## src/rtl/tcp_pseudo_header_checksum_unit_assert.svh

```systemverilog
// Assertion macros for the TCP pseudo-header checksum unit.
// Needs a clock named clk and a reset named rst in the including scope.
`ifndef TCP_PSEUDO_HEADER_CHECKSUM_UNIT_ASSERT_SVH
`define TCP_PSEUDO_HEADER_CHECKSUM_UNIT_ASSERT_SVH

// same-cycle implication
`define TPC_ASSERT_NOW(label, ante, cons, msg) \
  label: assert property (@(posedge clk) disable iff (rst) (ante) |-> (cons)) \
    else $error(msg);

// next-cycle implication
`define TPC_ASSERT_NEXT(label, ante, cons, msg) \
  label: assert property (@(posedge clk) disable iff (rst) (ante) |=> (cons)) \
    else $error(msg);

`endif

```

## src/rtl/tcppc_pkg.sv

```systemverilog
// Shared constants and types for the TCP pseudo-header checksum unit.
// No dependencies.
package tcppc_pkg;

  localparam int IP_HEADER_BYTES = 20;
  localparam int COUNT_BITS      = 16;
  localparam int TOT_W           = COUNT_BITS + 1;
  localparam int ACC_W           = 32;
  localparam int LEN_W           = 17;

  localparam logic [COUNT_BITS-1:0] COUNT_MAX  = '1;
  localparam logic [COUNT_BITS-1:0] ADDR_FIRST = COUNT_BITS'(12);
  localparam logic [COUNT_BITS-1:0] CSUM_IDX   = COUNT_BITS'(IP_HEADER_BYTES + 16);
  localparam logic [TOT_W-1:0]      MIN_PKT    = TOT_W'(IP_HEADER_BYTES + 20);
  localparam logic [15:0]           PROTO_TCP  = 16'd6;

  // end-of-packet terms handed to the finishing stage
  typedef struct packed {
    logic [ACC_W-1:0] acc;        // word sum including the last beat
    logic [LEN_W-1:0] len_proto;  // segment length plus protocol
    logic             too_short;
  } final_t;

endpackage

```

## src/rtl/tcppc_accum.sv

```systemverilog
// Per-packet byte counter, word assembly and running sum.
// Depends on tcppc_pkg.
module tcppc_accum (
  input  logic              clk,
  input  logic              rst,
  input  logic              step,
  input  logic [7:0]        data_byte,
  input  logic              last_byte,
  output tcppc_pkg::final_t fin
);
  import tcppc_pkg::*;

  logic [COUNT_BITS-1:0] byte_count;
  logic [ACC_W-1:0]      accumulator;
  logic [7:0]            held_high_byte;

  logic                  live;
  logic                  counts;
  logic [7:0]            v;
  logic [15:0]           word;
  logic [ACC_W-1:0]      acc_add;
  logic [TOT_W-1:0]      total;
  logic [15:0]           seg_len;

  always_comb begin
    live   = byte_count != COUNT_MAX;
    // header bytes before the addresses and the checksum field count as zero
    counts = (byte_count >= ADDR_FIRST) && (byte_count != CSUM_IDX) &&
             (byte_count != CSUM_IDX + COUNT_BITS'(1));
    v      = counts ? data_byte : 8'h00;
    if (!live) begin
      word = 16'h0000;
    end else if (byte_count[0]) begin
      word = {held_high_byte, v};
    end else begin
      word = last_byte ? {v, 8'h00} : 16'h0000;   // odd tail, zero pad
    end
    acc_add = accumulator + ACC_W'(word);
    total   = live ? (TOT_W'(byte_count) + TOT_W'(1)) : {1'b1, {COUNT_BITS{1'b0}}};
    seg_len = 16'(32'(total) - 32'(IP_HEADER_BYTES));
    fin.acc       = acc_add;
    fin.len_proto = LEN_W'(seg_len) + LEN_W'(PROTO_TCP);
    fin.too_short = total < MIN_PKT;
  end

  always_ff @(posedge clk) begin
    if (rst) begin
      byte_count     <= '0;
      accumulator    <= '0;
      held_high_byte <= '0;
    end else if (step) begin
      if (last_byte) begin
        byte_count     <= '0;
        accumulator    <= '0;
        held_high_byte <= '0;
      end else begin
        accumulator <= acc_add;
        if (live) begin
          byte_count <= byte_count + COUNT_BITS'(1);
          if (!byte_count[0]) begin
            held_high_byte <= v;
          end
        end
      end
    end
  end

endmodule

```

## src/rtl/tcp_pseudo_header_checksum_unit.sv

```systemverilog
// TCP checksum over an IPv4 packet (20-byte header) with pseudo-header.
// Throughput: one byte beat per cycle unless in_stall holds a last beat;
// input register, sum stage and output register each advance independently,
// so non-last bytes keep flowing while a result waits. Reset (rst, sync)
// clears all valid flags and the sum state.
// Depends on tcppc_pkg, tcppc_accum and the assertion macro header.
module tcp_pseudo_header_checksum_unit (
  input  logic        clk,
  input  logic        rst,
  input  logic        in_valid,
  output logic        in_stall,
  input  logic [7:0]  data_byte,
  input  logic        last_byte,
  output logic        out_valid,
  input  logic        out_stall,
  output logic [15:0] tcp_sum,
  output logic        too_short
);
  import tcppc_pkg::*;

  `include "tcp_pseudo_header_checksum_unit_assert.svh"

  // input register
  logic       v1;
  logic [7:0] data1;
  logic       last1;

  // end-of-packet stage
  logic       v2;
  final_t     fin;
  final_t     fin2;

  // stage moves
  logic       out_load;   // output register can take a result
  logic       s2_free;
  logic       s1_move;

  // finishing fold
  logic [17:0] r1;
  logic [16:0] r2;
  logic [15:0] r3;

  assign out_load = !out_valid || !out_stall;
  assign s2_free  = !v2 || out_load;
  // non-last bytes only touch the running sum, never wait on the output
  assign s1_move  = v1 && (!last1 || s2_free);
  assign in_stall = v1 && !s1_move;

  always_ff @(posedge clk) begin
    if (rst) begin
      v1 <= 1'b0;
    end else if (!in_stall) begin
      v1 <= in_valid;
    end
  end

  always_ff @(posedge clk) begin
    if (!in_stall && in_valid) begin
      data1 <= data_byte;
      last1 <= last_byte;
    end
  end

  tcppc_accum u_accum (
    .clk       (clk),
    .rst       (rst),
    .step      (s1_move),
    .data_byte (data1),
    .last_byte (last1),
    .fin       (fin)
  );

  always_ff @(posedge clk) begin
    if (rst) begin
      v2 <= 1'b0;
    end else if (s2_free) begin
      v2 <= s1_move && last1;
    end
  end

  always_ff @(posedge clk) begin
    if (s2_free && s1_move && last1) begin
      fin2 <= fin;
    end
  end

  // end-around carry fold of sum halves plus length and protocol
  always_comb begin
    r1 = 18'(fin2.acc[31:16]) + 18'(fin2.acc[15:0]) + 18'(fin2.len_proto);
    r2 = 17'(r1[15:0]) + 17'(r1[17:16]);
    r3 = r2[15:0] + 16'(r2[16]);
  end

  always_ff @(posedge clk) begin
    if (rst) begin
      out_valid <= 1'b0;
    end else if (out_load) begin
      out_valid <= v2;
    end
  end

  always_ff @(posedge clk) begin
    if (out_load && v2) begin
      too_short <= fin2.too_short;
      tcp_sum   <= fin2.too_short ? 16'h0000 : ~r3;
    end
  end

  // short packets carry a zero sum
  `TPC_ASSERT_NOW(a_short_zero, out_valid && too_short, tcp_sum == 16'h0000,
    "short packet result has nonzero sum")
  // a last beat always lands in the end-of-packet stage
  `TPC_ASSERT_NEXT(a_last_lands, s1_move && last1, v2,
    "last beat lost on its way to the end-of-packet stage")
  // a waiting end-of-packet result is never overwritten
  `TPC_ASSERT_NOW(a_no_overwrite, v2 && !out_load, !(s1_move && last1),
    "end-of-packet stage overwritten while blocked")

endmodule

```

## config.mk

```make
export PLATFORM = sky130hd
export DESIGN_NAME = tcp_pseudo_header_checksum_unit
export DESIGN_NICKNAME = d
export VERILOG_FILES = /design/src/rtl/tcppc_pkg.sv /design/src/rtl/tcppc_accum.sv /design/src/rtl/tcp_pseudo_header_checksum_unit.sv
export VERILOG_INCLUDE_DIRS = /design/src /design/src/rtl
export SDC_FILE = /design/constraint.sdc
export NUM_CORES = 1
export LEC_CHECK = 0
export ABC_CLOCK_PERIOD_IN_PS = 7200
export BUFFER_PORTS_ARGS = -buffer_cell sky130_fd_sc_hd__buf_2
export CORE_ASPECT_RATIO = 1.1
export CORE_UTILIZATION = 64
export CTS_BUF_LIST = sky130_fd_sc_hd__clkbuf_8 sky130_fd_sc_hd__clkbuf_16
export CTS_CLUSTER_SIZE = 16
export DETAILED_ROUTE_END_ITERATION = 8
export PLACE_DENSITY = 0.88
export RECOVER_POWER = 25
export SLEW_MARGIN = 20
export SYNTH_ARGS = -nofsm -noshare
export SYNTH_HDL_FRONTEND = slang
export SYNTH_HIERARCHICAL = 1
export SYNTH_SLANG_ARGS = --single-unit
```

## constraint.sdc

```tcl
create_clock -name clk -period 7.2 [get_ports clk]
set_input_delay 0.36 -clock clk [delete_from_list [all_inputs] [get_ports clk]]
set_output_delay 0.36 -clock clk [all_outputs]
set_load 0.01 [all_outputs]
```

# --- Word level (Yosys, flattened, before mapping) ---
# Index checks and enable logic that the tools add are counted.
classes:
  n_mux: 11
  eq_ne: 4
  magnitude_cmp: 2
  reduce_logical: 21
  add_sub_neg: 9
  bitwise: 1
ops:
  columns: ["cell", "count"]
  rows:
  - ["two-way mux 16 bit", 5]
  - ["adder 32 x 16 -> 32 bit", 1]
  - ["two-way mux 32 bit", 1]
  - ["two-way mux 8 bit", 4]
  - ["inequality test 16 x 6 -> 1 bit (second input constant)", 2]
  - ["adder 17 x 17 -> 18 bit", 1]
  - ["adder 16 x 1 -> 17 bit (second input constant)", 1]
  - ["adder 16 x 16 -> 17 bit", 1]
  - ["adder 16 x 2 -> 17 bit", 1]
  - ["adder 16 x 3 -> 17 bit (second input constant)", 1]
  - ["< comparator 17 x 6 -> 1 bit (second input constant)", 1]
  - ["two-way mux 17 bit", 1]
  - ["adder 16 x 1 -> 16 bit", 1]
  - ["adder 16 x 1 -> 16 bit (second input constant)", 1]
  - [">= comparator 16 x 4 -> 1 bit (second input constant)", 1]
  - ["inequality test 16 bit (second input constant)", 1]
  - ["NOT 16 bit", 1]
  - ["subtractor 16 x 5 -> 16 bit (second input constant)", 1]
  - ["logical AND 1 bit", 9]
  - ["zero test 1 bit", 6]
  - ["logical OR 1 bit", 3]
  - ["AND reduction 3 bit", 1]
  - ["inequality test 2 bit (second input constant)", 1]
  - ["AND reduction 2 bit", 1]
  - ["nonzero test 2 bit", 1]
word_totals:
  inputBits: 13
  ff_bits: 135
  elab_cells: 61
  out_inout_bits: 19

# --- Depth between registers and ports, before layout ---
logic_depth:
  ltp_word: 9
  ltp_mapped: 26
  mapped_depth_nobuf: 25

# --- Modules after synthesis ---
# The synthesis kept the hierarchy.
by_module_without_submodules:
  columns: ["mod", "instances", "area_each_um2", "cells_per_inst", "seq_area_each_um2"]
  rows:
  - ["tcppc_accum", 1, 4932.2, 655, 1121.1]
  - ["tcp_pseudo_header_checksum_unit", 1, 4718.3, 381, 2342.2]

# --- Worst setup path after synthesis ---
# No wires, ideal clock.
synth_path:
  path_kind: "reg2reg"
  start: "register fin2[2] in the netlist's numbering"
  end: "register tcp_sum[15], data pin"
  t_required_ns: 7.053
  setup_time_ns: 0.147
  synth_period_minus_slack_ns: 5.608
  path_slack_ns: 1.592
  stages_incl_launch_ff: 25
  arrival_time_ns: 5.461
  n_path_buf: 0
  cell_sequence: "edfxtp_1 > fa_1 > ha_1 > inv_1 > fa_1 > nor2b_1 > o2111a_1 > nor3_1 > o31ai_1 > a21oi_1 > o21bai_1 > a21o_1 > fa_1 > nand2b_1 > a2111oi_2 > o2111a_1 > nand4b_1 > nor4_1 > ha_1 > and3_1 > nand4_1 > a211oi_4 > nand2_2 > or4_1 > a21oi_1"
synth_between:
  elab_chain_len: 4
synth_rtl:
  columns: ["element", "line", "source"]
  rows:
  - ["start: declaration", "tcp_pseudo_header_checksum_unit.sv:31", "final_t fin2;"]
  - ["start signal: assignment", "tcp_pseudo_header_checksum_unit.sv:83", "fin2 <= fin;"]
  - ["adder 17 x 17 -> 18 bit", "tcp_pseudo_header_checksum_unit.sv:89", "r1 = 18'(fin2.acc[31:16]) + 18'(fin2.acc[15:0]) + 18'(fin2.len_proto);"]
  - ["adder 16 x 2 -> 17 bit", "tcp_pseudo_header_checksum_unit.sv:90", "r2 = 17'(r1[15:0]) + 17'(r1[17:16]);"]
  - ["adder 16 x 1 -> 16 bit", "tcp_pseudo_header_checksum_unit.sv:91", "r3 = r2[15:0] + 16'(r2[16]);"]
  - ["NOT 16 bit", "tcp_pseudo_header_checksum_unit.sv:105", "tcp_sum <= fin2.too_short ? 16'h0000 : ~r3;"]
  - ["end signal: assignment", "tcp_pseudo_header_checksum_unit.sv:105", null]
  - ["end: declaration", "tcp_pseudo_header_checksum_unit.sv:16", "output logic [15:0] tcp_sum,"]
# No other way between the ends.
# A chain may end at the register's enable or synchronous reset.

# --- Worst setup path after layout ---
layout_path:
  start: "register fin2[2] in the netlist's numbering"
  end: "register tcp_sum[14], data pin"
# The elaborated chain is that of the path after synthesis.

==> flow_summary.yaml <==
cells_and_area:
  antenna_cells: 0
  regArea_um2: 3463
  multi_input_area_um2: 5829
  fin_cells: 1241
  area_growth_pct: 7.844
  fill_cells: 1032
  layout_common_cells: "nor2_1, edfxtp_1, a21oi_1"
  design_area_um2: 10410
  final_layout_size_suffix_gt1_share_pct: 10.01
  final_common_cell: "nor2_1"
  num-nets-final: 1111
  utilization_pct: 71.47
yosys:
  syn-cell-area_um2: 9651
  syn_nets: 1111
  avgSynthCellArea_um2: 9.315
  yosysUniqueCellTypes: 93
  async_flop_share_pct: 0
  synth_edf_count: 76
  synth_area_leaders: "edfxtp_1, dfxtp_1, ha_1"
  synth.largest_area_cell: "edfxtp_1"
  yosys_warnings: 6
  ys_ff_latch: 135
  synth-seq-area-share_pct: 35.89
  syn_inst: 1036
  yosysTopAreaCellShare_pct: 23.65
  synth_ff_type: "edfxtp_1"
routing:
  num_vias: 8251
  totalWireLength_um: 23720
  routed_via_density: 6.649
  drtPass1Iterations: 5
  antenna_left: 0
  first_iter_violations: 993
  drc: 0
  wl_per_cell_um: 19.11
power_and_ir_drop:
  clockPowerShare_pct: 42.7
  p_sw_uw: 563.1
  power_frac_seq_pct: 42.4
  leakage_nw: 3.938
  total_power_mw: 1.998
  peakVddDrop_uv: 188.5
  switching_share_pct: 28.18
  power.internal_mw: 1.435
  p_comb_share_pct: 14.9
  p_per_area_nw_per_um2: 192.0
cts:
  cts_tree: "yes"
  clock_latency_ns: 0.43
  root_buffer: "clkbuf_16"
  h-tree-depth: 4
  clk_pin_slew_worst_paths_ns: 0.07
  cts_buffers: 17
  hold_buffers: 0
  cts.sinks: 135
  cts_resized: 0
  clock_path_buffers: 2
  postCtsSetupBuffers: 0
worst_setup_path:
  worstSetupEndpoint: "tcp_sum[14]"
  cp_top_family: "compound AO/OA/AOI/OAI gates"
  r2r_end: "tcp_sum[14]"
  path_class: "flop to flop"
  cp.depth: 25
  r2r_start: "fin2[2]"
  worst-path-buf-inv: 1
  start_kind: "flop"
  critPathLaunch: "fin2[2]"
  cp.required_ns: 7.36
  critPathCaptureType: "flop"
  regToRegSetupSlack_ns: 0.83
  crit_path_max_incr_delay_ns: 0.56
  r2r_cells: 25
  crit_arrival_ns: 6.53
  slowest_stage: "fa_1"
  critical_path_peak_fanout: 8
placement:
  dp.cells: 1209
  place_congestion: 0.9329
  place_area_um2: 9857
  port_buffers: 31
  dp_slack_ns: 0.9335
  dp_hpwl_um: 16880
sta:
  setup_viol: 0
  finalCritPeriodShare_pct: 88.42
  holdWs_ns: 0.09971
  fmax_ghz: 0.1571
  final_hold_viol_count: 0
  setup_tns_ns: 0
  finalMaxSlewViolations: 132
  finalCriticalPeriod_ns: 6.367
  relSlewSlack_pct: -91.12
  rsz0062_at_grt: "no"
  finalClockSkew_ns: 0.009722
  fin_ws_ns: 0.8334
  worst_pin_slew_ns: 2.867
run_status:
  violations: "capacitance limit, slew limit"
  outcome: "finished, violations left"
global_routing:
  overflow: 0
  grt_max_degree: 63
  grtUsageTotal_pct: 31.96
  grt_pass1_vias: 7800
  antenna_found_initial: 0
  grt_pass1_wl_um: 38700
min_path:
  hold_start: "data_byte[1]"
  min_path_type: "input port to flop"
  holdPathStages: 1
flow_run:
  max_cap_viol_count: 3
die:
  die_w_um: 119.1
  io_pins: 32
  dieArea_um2: 15570
  floorplan.initialDensity_pct: 66.27
  die_height_um: 130.8
  coreArea_um2: 14560
  rows: 46
state kept, by name, summed over array words and instances (netlist names), 8 cells and up:
signal	count
u_accum/byte_count	16
fin2	50
u_accum/held_high_byte	8
u_accum/accumulator	32
tcp_sum	16
data1	8
power by group through the flow:
stage	Clock (mW)	Combinational (mW)	Sequential [mW]
global placement	0	0.285	0.861
floorplan	0	0.224	0.860
global route	0.893	0.327	0.848
detailed placement	0	0.292	0.862
finish	0.852	0.298	0.847
CTS	0.862	0.294	0.846
worst min path at each step:
stage / end / slack (ns)
2_1_floorplan: v2 / 0.43
3_3_place_gp: out_valid / 0.46
3_5_place_dp: u_accum/accumulator[11] / 0.47
4_1_cts: data1[5] / 0.09
5_1_grt: data1[5] / 0.09
6_report: data1[1] / 0.1
layer usage:
layer	track usage, %	share of wire [%]	up-vias
met3	7.075	7.6	85
met1	37.60	39	3895
met4	17.65	4.3	0
li1	-	-	3846
met2	54.75	49	425
met5	0	0	-
Yosys cell counts (22+ instances only):
master and count:
a21oi_1 62, a22oi_1 27, clkbuf_1 37, dfxtp_1 59, edfxtp_1 76, ha_1 43
inv_1 31, nand2_1 57, nand2b_1 25, nand3_1 38, nor2_1 100, nor3_1 22
o21ai_0 28, xnor2_1 53, xor2_1 33
area by class of cell:
cell class                 instances  area share [%]
inverter                          31           1.118
sequential                       135           33.28
clock inverter                    14           1.322
multi-input combinational        812           56.01
clock buffer                      18           4.220
timing repair buffer              39           1.743
tap                              192           2.308
kinds of logic (layout without fill, tap and decap cells):
logic type	after synthesis	in the layout	share of synthesized area, %
AND/OR/NAND/NOR	386	386	21.96
AO/OA/AOI/OAI	269	269	19.72
adder cells (fa/ha/maj)	62	62	9.516
flip-flops	135	135	35.89
XOR/XNOR	88	88	8.142
buffers and inverters	89	102	3.902
multiplexers	7	7	0.8687
(Power assumes the default switching activity.)
